<file path="src/rtl/p7u_pkg.sv">
`timescale 1ns / 1ps

package p7u_pkg;

  // field and state widths
  localparam int LEN_W     = 18;
  localparam int DATA_W    = 8;
  localparam int CHAR_W    = 7;
  localparam int BUF_W     = 2 * CHAR_W;
  localparam int CNT_W     = 4;
  localparam int FBITS_W   = 4;
  localparam int MAX_RES   = 4;
  localparam int RES_CNT_W = $clog2(MAX_RES + 1);
  localparam int PTR_W     = $clog2(MAX_RES);

  localparam logic [LEN_W-1:0]   LEN_MAX       = {LEN_W{1'b1}};
  localparam logic [FBITS_W-1:0] FINAL_BITS_RST = FBITS_W'(DATA_W);

  // scheme codes in the upper five header bits
  localparam logic [4:0] SCH_ASCII = 5'd1;
  localparam logic [4:0] SCH_WIDE  = 5'd2;
  localparam logic [4:0] SCH_SCRUB = 5'd4;

  // result status codes
  localparam logic [1:0] ST_OK          = 2'd0;
  localparam logic [1:0] ST_TRUNCATED   = 2'd1;
  localparam logic [1:0] ST_UNSUPPORTED = 2'd2;
  localparam logic [1:0] ST_MALFORMED   = 2'd3;

  typedef enum logic [1:0] {
    MODE_IDLE  = 2'd0,
    MODE_ASCII = 2'd1,
    MODE_WIDE  = 2'd2
  } mode_t;

  // decoder state carried between words
  typedef struct packed {
    logic [BUF_W-1:0]   bits;
    logic [CNT_W-1:0]   count;
    mode_t              mode;
    logic [FBITS_W-1:0] final_bits;
    logic [LEN_W-1:0]   produced;
  } dec_state_t;

  // results caused by one input word
  typedef struct packed {
    logic [MAX_RES-1:0][DATA_W-1:0] bytes;
    logic [MAX_RES-1:0]             vld;
    logic                           done;
    logic [1:0]                     status;
    logic [LEN_W-1:0]               length;
  } job_t;

endpackage

</file>
<file path="src/rtl/p7u_decode.sv">
`timescale 1ns / 1ps

module p7u_decode (
  input  p7u_pkg::dec_state_t           st,
  input  logic [p7u_pkg::DATA_W-1:0]    data,
  input  logic                          first,
  input  logic                          last,
  input  logic [p7u_pkg::LEN_W-1:0]     cap,
  output p7u_pkg::dec_state_t           st_next,
  output p7u_pkg::job_t                 job,
  output logic [p7u_pkg::RES_CNT_W-1:0] job_cnt
);
  import p7u_pkg::*;

  logic [4:0]         id;
  logic [FBITS_W-1:0] nb;
  logic [DATA_W-1:0]  masked;
  logic [BUF_W-1:0]   acc;
  logic [CNT_W-1:0]   cnt;
  logic [1:0]         nchar;
  logic               wide;
  logic [2:0]         nemit;
  logic [MAX_RES-1:0] vis;
  logic [RES_CNT_W-1:0] nvis;
  logic [LEN_W:0]     sum;
  logic [LEN_W-1:0]   sat;
  logic [LEN_W:0]     sum_all;
  logic [LEN_W-1:0]   produced_new;
  logic [MAX_RES-1:0][DATA_W-1:0] emit_bytes;

  // bit accumulation and character extraction
  always_comb begin
    id     = data[7:3];
    nb     = (last && st.final_bits >= FBITS_W'(1) && st.final_bits <= FBITS_W'(DATA_W))
             ? st.final_bits : FBITS_W'(DATA_W);
    masked = data & DATA_W'((9'd1 << nb) - 9'd1);
    acc    = st.bits | (BUF_W'(masked) << st.count);
    cnt    = st.count + nb;
    if (cnt >= CNT_W'(BUF_W)) begin
      nchar = 2'd2;
    end else if (cnt >= CNT_W'(CHAR_W)) begin
      nchar = 2'd1;
    end else begin
      nchar = 2'd0;
    end
    wide  = (st.mode == MODE_WIDE);
    nemit = wide ? {nchar, 1'b0} : {1'b0, nchar};
    if (wide) begin
      emit_bytes = {8'h00, {1'b0, acc[BUF_W-1:CHAR_W]}, 8'h00, {1'b0, acc[CHAR_W-1:0]}};
    end else begin
      emit_bytes = {8'h00, 8'h00, {1'b0, acc[BUF_W-1:CHAR_W]}, {1'b0, acc[CHAR_W-1:0]}};
    end
  end

  // capacity check per emitted byte; visible bytes always form a prefix
  always_comb begin
    for (int k = 0; k < MAX_RES; k++) begin
      sum    = {1'b0, st.produced} + (LEN_W+1)'(k);
      sat    = (sum > {1'b0, LEN_MAX}) ? LEN_MAX : sum[LEN_W-1:0];
      vis[k] = (3'(k) < nemit) && (sat < cap);
    end
    nvis         = RES_CNT_W'($countones(vis));
    sum_all      = {1'b0, st.produced} + (LEN_W+1)'(nemit);
    produced_new = (sum_all > {1'b0, LEN_MAX}) ? LEN_MAX : sum_all[LEN_W-1:0];
  end

  // next state and result list
  always_comb begin
    st_next = st;
    job     = '0;
    job_cnt = '0;
    if (first) begin
      st_next.bits       = '0;
      st_next.count      = '0;
      st_next.produced   = '0;
      st_next.final_bits = FBITS_W'(data[2:0]) + FBITS_W'(1);
      st_next.mode       = MODE_IDLE;
      if (id == SCH_ASCII || id == SCH_WIDE) begin
        if (last) begin
          job.done   = 1'b1;
          job.status = ST_MALFORMED;
          job_cnt    = RES_CNT_W'(1);
        end else begin
          st_next.mode = (id == SCH_WIDE) ? MODE_WIDE : MODE_ASCII;
        end
      end else begin
        job.done   = 1'b1;
        job.status = (id == SCH_SCRUB) ? ST_OK : ST_UNSUPPORTED;
        job_cnt    = RES_CNT_W'(1);
      end
    end else if (st.mode == MODE_ASCII || st.mode == MODE_WIDE) begin
      job.bytes        = emit_bytes;
      job.vld          = vis;
      job_cnt          = nvis;
      st_next.produced = produced_new;
      if (last) begin
        job.done      = 1'b1;
        job.status    = (produced_new > cap) ? ST_TRUNCATED : ST_OK;
        job.length    = produced_new;
        st_next.mode  = MODE_IDLE;
        st_next.bits  = '0;
        st_next.count = '0;
        // status-only result when nothing visible came out
        if (nvis == '0) begin
          job.bytes = '0;
          job.vld   = '0;
          job_cnt   = RES_CNT_W'(1);
        end
      end else begin
        case (nchar)
          2'd2: begin
            st_next.bits = '0;
          end
          2'd1: begin
            st_next.bits = acc >> CHAR_W;
          end
          default: begin
            st_next.bits = acc;
          end
        endcase
        st_next.count = cnt - CNT_W'(CHAR_W * nchar);
      end
    end
  end

endmodule

</file>
<file path="src/rtl/packed_7bit_text_unpacker.sv">
`timescale 1ns / 1ps

// channel   signals                                        direction
// input     in_valid, in_stall, data_byte, first_byte,     word in
//           last_byte
// output    res_valid, res_stall, out_byte, out_valid,     word out
//           run_last, record_done, status, total_length
// config    cfg_valid, cfg_ready, cfg_data                 out_capacity write
//
// an input word passes an input register, is decoded combinationally and its
// results (zero to four) land in a result register
// results leave one per cycle while res_stall is low;
// four results per word is the worst case, a wide-mode word giving two characters
// the next word is decoded in the cycle its predecessor's last result is taken
// rst is synchronous; no clearing pass, the block takes words right after reset
// res_stall holds the current result; in_stall rises while a word waits in the input register

module packed_7bit_text_unpacker (
  input  logic                         clk,
  input  logic                         rst,
  input  logic                         in_valid,
  output logic                         in_stall,
  input  logic [p7u_pkg::DATA_W-1:0]   data_byte,
  input  logic                         first_byte,
  input  logic                         last_byte,
  output logic                         res_valid,
  input  logic                         res_stall,
  output logic [p7u_pkg::DATA_W-1:0]   out_byte,
  output logic                         out_valid,
  output logic                         run_last,
  output logic                         record_done,
  output logic [1:0]                   status,
  output logic [p7u_pkg::LEN_W-1:0]    total_length,
  input  logic                         cfg_valid,
  output logic                         cfg_ready,
  input  logic [p7u_pkg::LEN_W-1:0]    cfg_data
);
  import p7u_pkg::*;

  logic [LEN_W-1:0]     out_capacity;
  logic                 in_full;
  logic [DATA_W-1:0]    in_data;
  logic                 in_first;
  logic                 in_last;
  dec_state_t           st;
  dec_state_t           st_next;
  job_t                 job;
  job_t                 job_next;
  logic [RES_CNT_W-1:0] job_cnt;
  logic [RES_CNT_W-1:0] job_cnt_next;
  logic [PTR_W-1:0]     ptr;
  logic                 at_last;
  logic                 res_take;
  logic                 job_free;
  logic                 in_move;
  logic                 in_take;

  // handshakes
  assign cfg_ready = 1'b1;
  assign res_valid = (job_cnt != '0);
  assign at_last   = ({1'b0, ptr} == job_cnt - RES_CNT_W'(1));
  assign res_take  = res_valid && !res_stall;
  assign job_free  = !res_valid || (res_take && at_last);
  assign in_move   = in_full && job_free;
  assign in_stall  = in_full && !job_free;
  assign in_take   = in_valid && !in_stall;

  // capacity register
  always_ff @(posedge clk) begin
    if (rst) begin
      out_capacity <= LEN_MAX;
    end else if (cfg_valid && cfg_ready) begin
      out_capacity <= cfg_data;
    end
  end

  // input register
  always_ff @(posedge clk) begin
    if (rst) begin
      in_full <= 1'b0;
    end else if (in_take) begin
      in_full <= 1'b1;
    end else if (in_move) begin
      in_full <= 1'b0;
    end
  end

  always_ff @(posedge clk) begin
    if (in_take) begin
      in_data  <= data_byte;
      in_first <= first_byte;
      in_last  <= last_byte;
    end
  end

  // one word's decode
  p7u_decode u_decode (
    .st      (st),
    .data    (in_data),
    .first   (in_first),
    .last    (in_last),
    .cap     (out_capacity),
    .st_next (st_next),
    .job     (job_next),
    .job_cnt (job_cnt_next)
  );

  // decoder state
  always_ff @(posedge clk) begin
    if (rst) begin
      st.bits       <= '0;
      st.count      <= '0;
      st.mode       <= MODE_IDLE;
      st.final_bits <= FINAL_BITS_RST;
      st.produced   <= '0;
    end else if (in_move) begin
      st <= st_next;
    end
  end

  // result register and drain pointer
  always_ff @(posedge clk) begin
    if (rst) begin
      job_cnt <= '0;
      ptr     <= '0;
    end else if (in_move) begin
      job_cnt <= job_cnt_next;
      ptr     <= '0;
    end else if (res_take) begin
      if (at_last) begin
        job_cnt <= '0;
        ptr     <= '0;
      end else begin
        ptr <= ptr + PTR_W'(1);
      end
    end
  end

  always_ff @(posedge clk) begin
    if (in_move) begin
      job <= job_next;
    end
  end

  // result fields
  assign out_byte     = job.bytes[ptr];
  assign out_valid    = job.vld[ptr];
  assign run_last     = at_last;
  assign record_done  = at_last && job.done;
  assign status       = record_done ? job.status : ST_OK;
  assign total_length = record_done ? job.length : '0;

`ifndef NO_ASSERTIONS
  // the drain pointer stays inside the loaded result list
  a_ptr_range: assert property (@(posedge clk) disable iff (rst)
    res_valid |-> ({1'b0, ptr} < job_cnt))
    else $error("result pointer beyond result count");

  // a result without data only ever carries the record status
  a_status_only: assert property (@(posedge clk) disable iff (rst)
    (res_valid && !out_valid) |-> record_done)
    else $error("status-only result without record_done");

  // truncation is reported only when the length exceeds capacity
  a_trunc_len: assert property (@(posedge clk) disable iff (rst)
    (res_valid && record_done && status == ST_TRUNCATED) |-> (total_length > out_capacity))
    else $error("truncated status with length within capacity");

  // a nonzero status never appears before the record's final result
  a_status_done: assert property (@(posedge clk) disable iff (rst)
    (res_valid && status != ST_OK) |-> (record_done && run_last))
    else $error("status reported on a non-final result");
`endif

endmodule

</file>
<file path="config.mk">
export PLATFORM = sky130hd
export DESIGN_NAME = packed_7bit_text_unpacker
export DESIGN_NICKNAME = d
export VERILOG_FILES = /design/src/rtl/p7u_pkg.sv /design/src/rtl/p7u_decode.sv /design/src/rtl/packed_7bit_text_unpacker.sv
export SDC_FILE = /design/constraint.sdc
export NUM_CORES = 1
export LEC_CHECK = 0
export ABC_AREA = 1
export BUFFER_PORTS_ARGS = -buffer_cell sky130_fd_sc_hd__clkbuf_2
export CORE_UTILIZATION = 62
export CTS_CLUSTER_SIZE = 25
export DETAILED_ROUTE_END_ITERATION = 12
export PLACE_DENSITY = 0.9
export SYNTH_ARGS = -nofsm -noshare
export SYNTH_HDL_FRONTEND = slang
export SYNTH_SLANG_ARGS = --single-unit
</file>
<file path="constraint.sdc">
create_clock -name clk -period 7.4 [get_ports clk]
set_input_delay 1.48 -clock clk [delete_from_list [all_inputs] [get_ports clk]]
set_output_delay 1.48 -clock clk [all_outputs]
set_load 0.01 [all_outputs]
</file>
; Yosys cells after proc, flatten, opt, wreduce, memory -nomap -nowiden
; Cells that the tools add are included.
[op_classes]
n_lt_le_gt_ge = 19
reduce_logical = 33
bitwise = 4
n_mul = 1
mux = 46
eq_ne = 8
add_sub_neg = 13
shifts = 2
[op_table]
columns = operator, n
row1 = $mux W18, 9
row2 = $gt A19 B18 Y1 const B, 4
row3 = $lt A18 B18 Y1, 4
row4 = $mux W48, 1
row5 = $mux W20, 2
row6 = $add A18 B2 Y19 const B, 2
row7 = $mux W3, 11
row8 = $pmux W14 S2, 1
row9 = $mux W27, 1
row10 = $mux W23, 1
row11 = $mux W21, 1
row12 = $add A18 B1 Y19 const B, 1
row13 = $add A18 B3 Y19, 1
row14 = $gt A18 B18 Y1, 1
row15 = $gt A18 B18 Y1 const B, 1
row16 = $bmux W8 S2, 1
row17 = $mux W2, 8
row18 = $or A14 B14 Y14, 1
row19 = $shl A8 B4 Y14, 1
row20 = $logic_and A1 B1 Y1, 12
row21 = $reduce_bool A2 Y1, 5
row22 = $and A8 B8 Y8, 1
row23 = $mux W8, 1
row24 = $shl A1 B4 Y8 const A, 1
row25 = other kinds (34), 54
[word_totals]
out_inout_bits = 34
register_bits = 133

; Longest topological paths before layout
; Gate-level depths: netlist of the first run.
[depth]
depth_word = 19
depth_mapped = 38
depth_no_buf = 37

; Modules after synthesis
; A second synthesis of the first run with hierarchy kept.
[hier_totals]
cells_unflattened = 1651
hier_area_um2 = 11486.0
[modules_own_cells]
columns = mod, cells_per_inst, area_each_um2, n_inst, seq_area_each_um2
row1 = p7u_decode, 1082, 6200.9, 1, 0.0
row2 = packed_7bit_text_unpacker, 569, 5285.1, 1, 3333.2

; Least setup slack after synthesis of the first run
; Ideal clock, no wire load.
[synth_timing]
kind = register to register
startpoint = register in_last
endpoint = register job[18] (netlist name) (data pin)
path_buffers = 2
stages_incl_launch_ff = 38
setup_slack_ps = 2141
arrival_ps = 5007
path_cell_list = edfxtp_1 > buf_4 > inv_2 > a21oi_2 > nand2_1 > nor2_1 > ha_1 > fa_1 > inv_1 > nor3_1 > inv_1 > nand2_2 > clkinv_1 > o21ai_1 > inv_1 > nor2_1 > inv_1 > fa_1 > [... 2 more ...] > nand2_1 > nor2_1 > nand2_1 > clkbuf_1 > nand2_1 > ha_1 > a21oi_1 > o21ai_0 > a21oi_1 > nor2_1 > o21ai_0 > o211ai_1 > nand2_1 > nand2_1 > nand2_1 > nand2_1 > nand2_1 > nand2_1
[synth_rtl]
columns = item, line
row1 = start: declaration, packed_7bit_text_unpacker.sv:44  ; logic in_last;
row2 = start signal: assignment, packed_7bit_text_unpacker.sv:92  ; in_last <= last_byte;
row3 = end signal: assignment, packed_7bit_text_unpacker.sv:141  ; job <= job_next;
row4 = end: declaration, packed_7bit_text_unpacker.sv:47  ; job_t job;

==> results of run 1 <==
## cells in the mapped netlist (7+ instances only)
| master | count | area, um^2 |
|---|---|---|
| sky130_fd_sc_hd__o21ai_0 | 70 | 350 |
| sky130_fd_sc_hd__a21oi_1 | 116 | 581 |
| sky130_fd_sc_hd__buf_2 | 11 | 55.1 |
| sky130_fd_sc_hd__nand2_1 | 348 | 1310 |
| sky130_fd_sc_hd__nor2_4 | 7 | 78.8 |
| sky130_fd_sc_hd__ha_1 | 110 | 1380 |
| sky130_fd_sc_hd__inv_1 | 175 | 657 |
| sky130_fd_sc_hd__nand3_1 | 110 | 551 |
| sky130_fd_sc_hd__edfxtp_1 | 56 | 1680 |
| sky130_fd_sc_hd__nor3_1 | 13 | 65.1 |
| sky130_fd_sc_hd__dfxtp_1 | 66 | 1320 |
| sky130_fd_sc_hd__clkbuf_1 | 39 | 146 |
| sky130_fd_sc_hd__buf_4 | 12 | 90.1 |
| sky130_fd_sc_hd__nor2_2 | 8 | 50.1 |
| sky130_fd_sc_hd__nor2_1 | 138 | 518 |
| sky130_fd_sc_hd__nand4_1 | 31 | 194 |
| sky130_fd_sc_hd__nand2_2 | 22 | 138 |
| sky130_fd_sc_hd__xor2_1 | 30 | 263 |
## layer usage
metal	wire length [um]	track usage [%]	up-vias
li1	-	-	4822
met1	12100	49.2	4616
met2	13300	57.4	686
met3	3420	5.90	98
met4	1010	14.6	0
met5	0	0	-
## logic make-up (layout without fill, tap and decap cells)
logic type,after synthesis,count (layout),share of synthesized area (%)
AOI/OAI and AO/OA,230,230,12.6
xor gates and xnor gates,36,36,3.18
adders and majority gates,114,114,14.3
buffers and inverters,253,286,10.1
DFF,122,122,29.5
other,2,4,0.0739
and+or+nand+nor,698,698,30.1
## worst register-to-register path, delay by kind of cell, from the launching register on
| family | cells | cell delay, ns |
|---|---|---|
| AOI/OAI and AO/OA | 8 | 1.35 |
| adders and majority gates | 4 | 1.43 |
| buffers and inverters | 6 | 0.74 |
| DFF | 1 | 0.54 |
| and+or+nand+nor | 17 | 2.53 |
## final cells by class
class / count / area share, %
multi-input cells: 1082 / 55.6
flip-flops and latches: 122 / 27.2
inverters: 185 / 6.29
clock buffers: 18 / 3.88
clock inverters: 14 / 1.33
repair buffers: 69 / 3.24
well taps: 216 / 2.45
## through the flow
step / hold WS, ns / utilization [%] / std cells
floorplan: 0.440 / - / 1457
global placement: 0.449 / 65.6 / 1674
detailed placement: 0.457 / 65.6 / 1674
CTS: 0.467 / 69.3 / 1706
global route: 0.486 / 69.3 / 1706
finish: 0.463 / 69.3 / 1706
## power by group
part           internal [uW]  switching [uW]  total, uW
clock                    496             326        822
combinational           55.7             130        186
sequential               732            14.9        747
total                   1280             471       1750
## worst min-delay path by stage
stage                              from                   to  cells after the start
detailed placement  st[39]$_SDFFE_PP0P_  st[39]$_SDFFE_PP0P_                      2
global placement    st[41]$_SDFFE_PP0P_  st[41]$_SDFFE_PP0P_                      2
finish              st[39]$_SDFFE_PP0P_  st[39]$_SDFFE_PP0P_                      2
global route        st[41]$_SDFFE_PP0P_  st[41]$_SDFFE_PP0P_                      2
CTS                 st[39]$_SDFFE_PP0P_  st[39]$_SDFFE_PP0P_                      2
floorplan           st[41]$_SDFFE_PP0P_  st[41]$_SDFFE_PP0P_                      2
## sequential cells by signal (all words and copies together), names as in the netlist
name and cells:
job 46, in_data 8, ptr 2, job_cnt 3, in_last 1, in_first 1, st 42, in_full 1
out_capacity 18
==> results by group, run 1 <==
Critical path
  – Critical Path Max Stage Delay: 0.54 ns
  – CP Launch Type: flip-flop
  – Reg-to-reg startpoint: in_last$_DFFE_PP_
  – Logic depth of the worst register-to-register path: 35
  – Family with the most delay on the worst path: simple AND/OR/NAND/NOR gates
  – First element of the critical path: in_last$_DFFE_PP_
  – Crit path max-delay cell type: sky130_fd_sc_hd__edfxtp_1
  – Setup slack on the worst flop-to-flop path: 0.57 ns
  – Reg2reg end: job[18]$_DFFE_PP_
  – Data required time of the worst path: around 7.6 ns
  – Cell repeated most along the worst path: sky130_fd_sc_hd__nand2_1
  – Buffering stage count on the worst path with inverters included: 6
  – Kind of critical path: flip-flop to flip-flop
  – Worst setup path end: job[18]$_DFFE_PP_
  – Maximum fanout encountered on the critical timing path: 30
  – Element type at the critical path end: flip-flop
  – Worst path depth: 35
  – Worst path arrival time: 7.00 ns

CTS
  – Clock tree from TritonCTS: yes
  – Maximum level of the CTS H-tree: 4
  – Clock tree root buffer cell: sky130_fd_sc_hd__clkbuf_16
  – Clock network latency to the later pin of the worst-skew pair: about 0.43 ns
  – Clock sink count: about 120
  – Clock transition time at the flip-flop clock pins of the worst setup and hold paths: 0.06 ns
  – Post-CTS setup-driven buffer insertion count: 0
  – Total of hold buffers inserted after clock tree synthesis: 0
  – Clock Tree Buf Depth: 2
  – Clock buffer count from CTS: 17
  – Resized Gates After CTS: 0

Layout
  – # fillers: 1281
  – Area of the multi-input gates: between 6000 and 7000 um^2
  – Commonest non-fill, non-tap cells in the layout: sky130_fd_sc_hd__nand2_1 (347), sky130_fd_sc_hd__inv_1 (174), sky130_fd_sc_hd__nor2_1 (138)
  – Nets@finish: roughly 1600
  – Area added between synthesis and finish: 8.68%
  – Most common cell after layout, fill and taps aside: sky130_fd_sc_hd__nand2_1
  – ANT cells: 0
  – Register Area: about 3000 um^2
  – Post-route design area: 11000 um^2
  – Fraction of layout instances using a drive strength above 1: 11.1%

Power
  – Power Density: 159 nW/um^2
  – Leakage power figure: 0.00540 uW
  – VDD IR max: 168 uV
  – Total power: 1750 uW

Floorplanning
  – Cell row count: 46
  – Die ar.: between 15000 and 20000 um^2
  – Overall die height: 130 um
  – Core region area: roughly 16000 um^2
  – Total I/O pin count: 67
  – Effective utilization at floorplan: 63.8%
  – Horizontal die dimension: 130 um

STA
  – Sum Neg Setup Slack: 0 ns
  – Setup slack of the critical path after layout: 0.567 ns
  – Final Hold Fails: 0
  – Setup Viol. Count Final: 0
  – Count of final max-slew check failures: 0
  – Worst-case clock skew: between 0.01 and 0.015 ns
  – Slew at the pin with the worst max-slew slack: 0.825 ns
  – Maximum frequency from static timing analysis: between 0.1 and 0.15 GHz
  – Slew headroom: a little under half
  – Final min period: 6.83 ns
  – Final period utilization: about 92%
  – Unrepaired setup endpoints after global routing: false

Detailed routing
  – Routed wire length: 29.8 mm
  – DRC: 0
  – Number of iterations in the first detailed-routing pass: 6
  – DRT iter0 DRCs: 1485
  – Average wire per cell in the routed design: 17.5 um
  – Remaining antenna violation count: 0
  – Post-detailed-route via-to-cell ratio: 5.99
  – Vias after detailed routing: 10222

Place
  – Worst setup timing slack at the placement stage: 0.506 ns
  – Final HPWL from detailed placement: 22.2 mm
  – Placed inst area: 10500 um^2
  – Total of buffers placed on input and output ports: between 60 and 70
  – Final Wtd Congestion: slightly above 1

Synthesis
  – Flip-flop and latch count after synthesis: around 120
  – Avg Cell Area, Syn: 6.99 um^2
  – Synth warnings: 0
  – Cell area after synthesis: 10200 um^2
  – Sequential cell area fraction in the yosys report: 29.5%
  – Synth cell types: 53
  – Synth Instances: 1455
  – Most instantiated flip-flop cell in the synthesis netlist: sky130_fd_sc_hd__dfxtp_1
  – Fraction of registers with async set/reset: 0%
  – Number of synthesized flops with an enable pin: between 50 and 60

GRT
  – Antenna violations before repair: 0
  – Via count of the first global-routing pass: 9224
  – Global Route Usage Sum: 36.2%
  – Maximum number of pins on one net before global-route repair: 59
  – Aggregate global routing overflow: 0
  – First-pass GRT wire length: 46.6 mm

Job
  – Count of maximum capacitance violations: 0

Outcome
  – Status: completed

Hold path
  – Type of the tightest min-delay check: flip-flop to flip-flop
Note: power is estimated with default switching activity, not from simulation.
==> run 2: changes to the inputs <==
CORE_UTILIZATION = 65   (was 62)
PLACE_DENSITY = 0.94   (was 0.9)
clock period = 7.92 ns   (was 7.4 ns; I/O delays follow)
==> results by group, run 2 (synthesis results as in run 1) <==
Outcome
  – Status: completed

Layout
  – Most common cell after layout, fill and taps aside: sky130_fd_sc_hd__nand2_1
  – # fillers: 1125 (-12%)
  – Nets@finish: 1622 (-0.12%)
  – Area of the multi-input gates: 6140 um^2 (-0.12%)
  – Register Area: 3000 um^2 (unchanged)
  – Commonest non-fill, non-tap cells in the layout: sky130_fd_sc_hd__nand2_1 (348), sky130_fd_sc_hd__inv_1 (174), sky130_fd_sc_hd__nor2_1 (138)
  – Registers with the most flip-flops: job x46, st x42, out_capacity x18
  – Largest register FFs: 46 (unchanged)
  – Most flop-heavy register: job
  – Area added between synthesis and finish: 9.11%
  – ANT cells: 0 (unchanged)
  – Fraction of layout instances using a drive strength above 1: 11.1% (+0.015 points)

Critical path
  – Cell repeated most along the worst path: sky130_fd_sc_hd__nand2_1
  – Logic depth of the worst register-to-register path: 34 (-2.9%)
  – Critical Path Max Stage Delay: 0.63 ns (+0.09 ns)
  – Element type at the critical path end: flip-flop
  – CP Launch Type: flip-flop
  – Reg-to-reg startpoint: in_last$_DFFE_PP_
  – Maximum fanout encountered on the critical timing path: 30 (unchanged)
  – Crit path max-delay cell type: sky130_fd_sc_hd__nand2_1
  – Data required time of the worst path: 8.10 ns (+0.53 ns)
  – Worst path arrival time: 7.59 ns (+0.59 ns)
  – Reg2reg end: job[18]$_DFFE_PP_
  – Setup slack on the worst flop-to-flop path: 0.51 ns (-0.05 ns)
  – Kind of critical path: flip-flop to flip-flop

STA
  – Final period utilization: 93.5% (+1.2 points)
  – Maximum frequency from static timing analysis: 0.135 GHz (-7.7%)
  – Final min period: 7.41 ns (+0.573 ns)
  – Final Hold Fails: 0 (unchanged)
  – Worst-case clock skew: 0.0118 ns (+0.00176 ns)
  – Sum Neg Setup Slack: 0 ns (unchanged)
  – Slew headroom: 31.2% (-14 points)
  – Worst hold margin: 0.474 ns (+0.0107 ns)
  – Count of final max-slew check failures: 0 (unchanged)
  – Unrepaired setup endpoints after global routing: false
  – Slew at the pin with the worst max-slew slack: 1.03 ns (+0.205 ns)
  – Setup Viol. Count Final: 0 (unchanged)

GRT
  – Maximum number of pins on one net before global-route repair: 59 (unchanged)
  – Aggregate global routing overflow: 0 (unchanged)
  – First-pass GRT wire length: 49.7 mm (+6.7%)
  – Global Route Usage Sum: 40.1% (+4.0 points)
  – Via count of the first global-routing pass: 9737 (+5.6%)
  – Antenna violations before repair: 0 (unchanged)

CTS
  – Clock transition time at the flip-flop clock pins of the worst setup and hold paths: 0.06 ns (about the same)
  – Clock tree from TritonCTS: yes
  – Resized Gates After CTS: 0 (unchanged)
  – Clock buffer count from CTS: 17 (unchanged)
  – Total of hold buffers inserted after clock tree synthesis: 0 (unchanged)
  – Clock network latency to the later pin of the worst-skew pair: 0.44 ns (about the same)
  – Post-CTS setup-driven buffer insertion count: 0 (unchanged)
  – Clock sink count: 122 (unchanged)
  – Maximum level of the CTS H-tree: 4 (unchanged)
  – Clock tree root buffer cell: sky130_fd_sc_hd__clkbuf_16
  – Clock Tree Buf Depth: 2 (unchanged)

Detailed routing
  – DRC: 0 (unchanged)
  – DRT iter0 DRCs: 1717 (+16%)
  – Post-detailed-route via-to-cell ratio: 6.13 (+2.3%)
  – Routed wire length: 31.5 mm (+5.4%)
  – Number of iterations in the first detailed-routing pass: 6 (unchanged)
  – Vias after detailed routing: 10416 (+1.9%)
  – Remaining antenna violation count: 0 (unchanged)
  – Average wire per cell in the routed design: 18.5 um (+5.9%)

Floorplanning
  – Core region area: 15300 um^2 (-4.3%)
  – Overall die height: 127 um (-2.3%)
  – Total I/O pin count: 67 (unchanged)
  – Effective utilization at floorplan: 66.6% (+2.9 points)
  – Horizontal die dimension: 127 um (-2.3%)
  – Cell row count: 45 (-2.2%)
  – Die ar.: 16100 um^2 (-4.5%)

Power
  – VDD IR max: 189 uV (+13%)
  – Power Density: 157 nW/um^2 (-1.2%)
  – Leakage power figure: 0.00542 uW (+0.24%)

Hold path
  – Worst-case hold path end point: st[23]$_SDFFE_PP0P_
  – Cell count of the worst hold path: 2 (unchanged)
  – Type of the tightest min-delay check: flip-flop to flip-flop
  – Critical hold path startpoint: st[23]$_SDFFE_PP0P_

Job
  – Count of maximum capacitance violations: 0 (unchanged)

Place
  – Final HPWL from detailed placement: 23.0 mm (+3.3%)
  – Total of buffers placed on input and output ports: 64 (unchanged)
  – Final Wtd Congestion: 1.07 (+2.8%)
-- run 2: cell types whose count changed in the layout (fill, tap and decap cells not counted) --
cell,previous run,this run
sky130_fd_sc_hd__nand2_4,4,3
sky130_fd_sc_hd__clkinv_1,9,6
sky130_fd_sc_hd__bufinv_16,2,5
sky130_fd_sc_hd__clkinvlp_4,3,2
sky130_fd_sc_hd__nand2_1,347,348
sky130_fd_sc_hd__clkinv_2,0,2
sky130_fd_sc_hd__inv_6,4,3
sky130_fd_sc_hd__buf_4,5,3
-- run 2: area by class of cell --
class                   instances  share of cell area, %
inverters                     185                   6.26
flip-flops and latches        122                   27.1
repair buffers                 67                   3.09
multi-input cells            1082                   55.4
clock buffers                  18                   3.87
clock inverters                14                   1.97
well taps                     211                   2.38
-- run 2: worst max-delay path by stage --
| stage | depth (start not counted) | endpoint | startpoint |
|---|---|---|---|
| 2_1_floorplan | 37 | job[18]$_DFFE_PP_ | in_last$_DFFE_PP_ |
| 5_1_grt | 35 | job[18]$_DFFE_PP_ | in_last$_DFFE_PP_ |
| 4_1_cts | 34 | job[18]$_DFFE_PP_ | in_last$_DFFE_PP_ |
| 3_3_place_gp | 35 | job[18]$_DFFE_PP_ | in_last$_DFFE_PP_ |
| 6_report | 34 | job[18]$_DFFE_PP_ | in_last$_DFFE_PP_ |
| 3_5_place_dp | 35 | job[18]$_DFFE_PP_ | in_last$_DFFE_PP_ |
-- run 2: where the power goes --
group / leakage, uW / internal [uW] / switching, uW
Clock: 0.000311 / 560 / 307
Combinational: 0.00403 / 52.2 / 123
Sequential: 0.00107 / 684 / 14.4
Total: 0.00542 / 1300 / 444
-- run 2: metal layers --
layer | GRT usage (%) | vias to the layer above | wire [um]
li1 | - | 4828 | -
met1 | 51.5 | 4698 | 12300
met2 | 63.7 | 765 | 14100
met3 | 10.3 | 125 | 3830
met4 | 18.5 | 0 | 1180
met5 | 0 | - | 0
-- run 2: worst max-delay path: cells and delay by family, from the launching register on --
kind | cells | cell delay, ns
buffers and inverters | 4 | 0.46
AND/OR/NAND/NOR | 18 | 3.21
adder cells (fa/ha/maj) | 5 | 1.64
AO/OA/AOI/OAI | 7 | 1.29
flip-flops | 1 | 0.53
-- run 2: through the flow --
step	total power, uW	setup WS [ns]	std cells	cell area [um^2]	utilization (%)
3_5_place_dp	876	1.12	1667	10400	68.4
4_1_cts	1730	0.842	1699	11100	72.7
2_1_floorplan	824	2.66	1457	10200	-
3_3_place_gp	868	1.21	1667	10400	68.4
5_1_grt	1790	0.0251	1699	11100	72.7
6_report	1740	0.514	1699	11100	72.7
==> run 3: changes to the inputs <==
BUFFER_PORTS_ARGS = -buffer_cell sky130_fd_sc_hd__buf_4   (was -buffer_cell sky130_fd_sc_hd__clkbuf_2)
==> results by group, run 3 (synthesis results as in run 1) <==
Critical path
  – Logic depth of the worst register-to-register path: 35 (+2.9%)
  – Worst path arrival time: 7.60 ns (about the same)
  – CP Launch Type: flip-flop
  – Data required time of the worst path: 8.11 ns (about the same)
  – Family with the most delay on the worst path: simple AND/OR/NAND/NOR gates
  – Kind of critical path: flip-flop to flip-flop
  – Critical Path Max Stage Delay: 0.63 ns (about the same)
  – First element of the critical path: in_last$_DFFE_PP_
  – Crit path max-delay cell type: sky130_fd_sc_hd__nand2_1
  – Buffering stage count on the worst path with inverters included: 6 (+2)
  – Maximum fanout encountered on the critical timing path: 30 (unchanged)
  – Setup slack on the worst flop-to-flop path: 0.50 ns (about the same)
  – Worst path depth: 35 (+2.9%)
  – Reg-to-reg startpoint: in_last$_DFFE_PP_
  – Cell repeated most along the worst path: sky130_fd_sc_hd__nand2_1
  – Reg2reg end: job[18]$_DFFE_PP_
  – Element type at the critical path end: flip-flop

Floorplanning
  – Effective utilization at floorplan: 66.6% (unchanged)
  – Cell row count: 45 (unchanged)
  – Overall die height: 127 um (unchanged)
  – Die ar.: 16100 um^2 (unchanged)
  – Horizontal die dimension: 127 um (unchanged)
  – Core region area: 15300 um^2 (unchanged)
  – Total I/O pin count: 67 (unchanged)

Hold path
  – Critical hold path startpoint: st[39]$_SDFFE_PP0P_
  – Type of the tightest min-delay check: flip-flop to flip-flop
  – Worst-case hold path end point: st[39]$_SDFFE_PP0P_
  – Cell count of the worst hold path: 2 (unchanged)

Detailed routing
  – Average wire per cell in the routed design: 18.3 um (-1.1%)
  – Number of iterations in the first detailed-routing pass: 6 (unchanged)
  – Post-detailed-route via-to-cell ratio: 6.16 (+0.41%)
  – DRC: 0 (unchanged)
  – Remaining antenna violation count: 0 (unchanged)
  – Routed wire length: 31.1 mm (-1.2%)
  – Vias after detailed routing: 10453 (+0.36%)
  – DRT iter0 DRCs: 1373 (-20%)

Layout
  – ANT cells: 0 (unchanged)
  – Most flop-heavy register: job
  – Registers with the most flip-flops: job x46, st x42, out_capacity x18
  – Nets@finish: 1621 (-0.062%)
  – # fillers: 1159 (+3.0%)
  – Commonest non-fill, non-tap cells in the layout: sky130_fd_sc_hd__nand2_1 (348), sky130_fd_sc_hd__inv_1 (174), sky130_fd_sc_hd__nor2_1 (138)
  – Non-filler cells in the finished layout: 1698 (-0.059%)
  – Post-route design area: 11200 um^2 (+1.2%)
  – Most common cell after layout, fill and taps aside: sky130_fd_sc_hd__nand2_1
  – Fraction of layout instances using a drive strength above 1: 11.1% (about the same)
  – Area added between synthesis and finish: 10.4%
  – Largest register FFs: 46 (unchanged)
  – Fin util: 73.6% (+0.89 points)

Place
  – Final Wtd Congestion: 1.02 (-4.2%)
  – Placed inst area: 10600 um^2 (+1.5%)
  – Final HPWL from detailed placement: 22.6 mm (-1.7%)
  – Total of buffers placed on input and output ports: 64 (unchanged)
  – Post-placement cell count: 1666 (-0.060%)

CTS
  – Clock network latency to the later pin of the worst-skew pair: 0.44 ns (about the same)
  – Clock Tree Buf Depth: 2 (unchanged)
  – Total of hold buffers inserted after clock tree synthesis: 0 (unchanged)
  – Maximum level of the CTS H-tree: 4 (unchanged)
  – Resized Gates After CTS: 0 (unchanged)
  – Clock tree from TritonCTS: yes
  – Post-CTS setup-driven buffer insertion count: 0 (unchanged)
  – Clock sink count: 122 (unchanged)
  – Clock transition time at the flip-flop clock pins of the worst setup and hold paths: 0.06 ns (about the same)
  – Clock buffer count from CTS: 17 (unchanged)
  – Clock tree root buffer cell: sky130_fd_sc_hd__clkbuf_16

GRT
  – Antenna violations before repair: 0 (unchanged)
  – Aggregate global routing overflow: 0 (unchanged)
  – First-pass GRT wire length: 48.8 mm (-1.9%)
  – Via count of the first global-routing pass: 9615 (-1.3%)
  – Maximum number of pins on one net before global-route repair: 59 (unchanged)
  – Global Route Usage Sum: 39.2% (-0.96 points)

STA
  – Setup Viol. Count Final: 0 (unchanged)
  – Worst-case clock skew: 0.0115 ns (-0.000254 ns)
  – Slew at the pin with the worst max-slew slack: 1.03 ns (-0.00297 ns)
  – Final period utilization: 93.7% (+0.15 points)
  – Sum Neg Setup Slack: 0 ns (unchanged)
  – Final Hold Fails: 0 (unchanged)
  – Count of final max-slew check failures: 0 (unchanged)
  – Unrepaired setup endpoints after global routing: false
  – Maximum frequency from static timing analysis: 0.135 GHz (-0.16%)
  – Worst hold margin: 0.467 ns (-0.00694 ns)
  – Final min period: 7.42 ns (+0.0122 ns)
  – Slew headroom: 31.4% (+0.20 points)

Power
  – Power Density: 153 nW/um^2 (-2.7%)
  – Leakage power figure: 0.00545 uW (+0.67%)
  – VDD IR max: 173 uV (-8.7%)

Outcome
  – Status: completed

Job
  – Count of maximum capacitance violations: 0 (unchanged)
## run 3: area by class of cell
cell class	count	area, um^2	share of cell area (%)
flip-flops and latches	122	3000	26.7
inverters	185	694	6.18
repair buffers	66	495	4.41
well taps	211	264	2.35
multi-input cells	1082	6140	54.7
clock buffers	21	503	4.48
clock inverters	11	129	1.15
## run 3: worst reg2reg max path, delay by kind of cell (launching register included)
kind / cells / cell delay (ns)
AO/OA/AOI/OAI: 8 / 1.52
adder cells (fa/ha/maj): 4 / 1.44
buffers and inverters: 6 / 0.74
flip-flops: 1 / 0.53
AND/OR/NAND/NOR: 17 / 2.93
## run 3: worst max-delay path by stage
stage	end	slack (ns)
floorplan	job[18]$_DFFE_PP_	2.66
global placement	job[18]$_DFFE_PP_	1.18
global route	job[18]$_DFFE_PP_	0.17
detailed placement	job[18]$_DFFE_PP_	1.04
CTS	job[18]$_DFFE_PP_	0.85
finish	job[18]$_DFFE_PP_	0.50
## run 3: per-stage QoR
| stage | total power (uW) | setup WS, ns |
|---|---|---|
| 2_1_floorplan | 824 | 2.66 |
| 3_3_place_gp | 875 | 1.18 |
| 3_5_place_dp | 883 | 1.04 |
| 4_1_cts | 1700 | 0.846 |
| 5_1_grt | 1760 | 0.173 |
| 6_report | 1710 | 0.502 |
## run 3: power by group
part / leakage, uW / internal (uW) / total, uW / switching, uW
combinational: 0.00407 / 58.1 / 182 / 124
clock: 0.000307 / 520 / 832 / 312
sequential: 0.00107 / 684 / 699 / 15.4
## run 3: routing by layer
layer	GRT usage (%)	wire length [um]	vias to the layer above
li1	-	-	4813
met1	52.3	12500	4744
met2	60.1	13500	768
met4	18.3	1300	0
met3	9.34	3770	128
met5	0	0	-
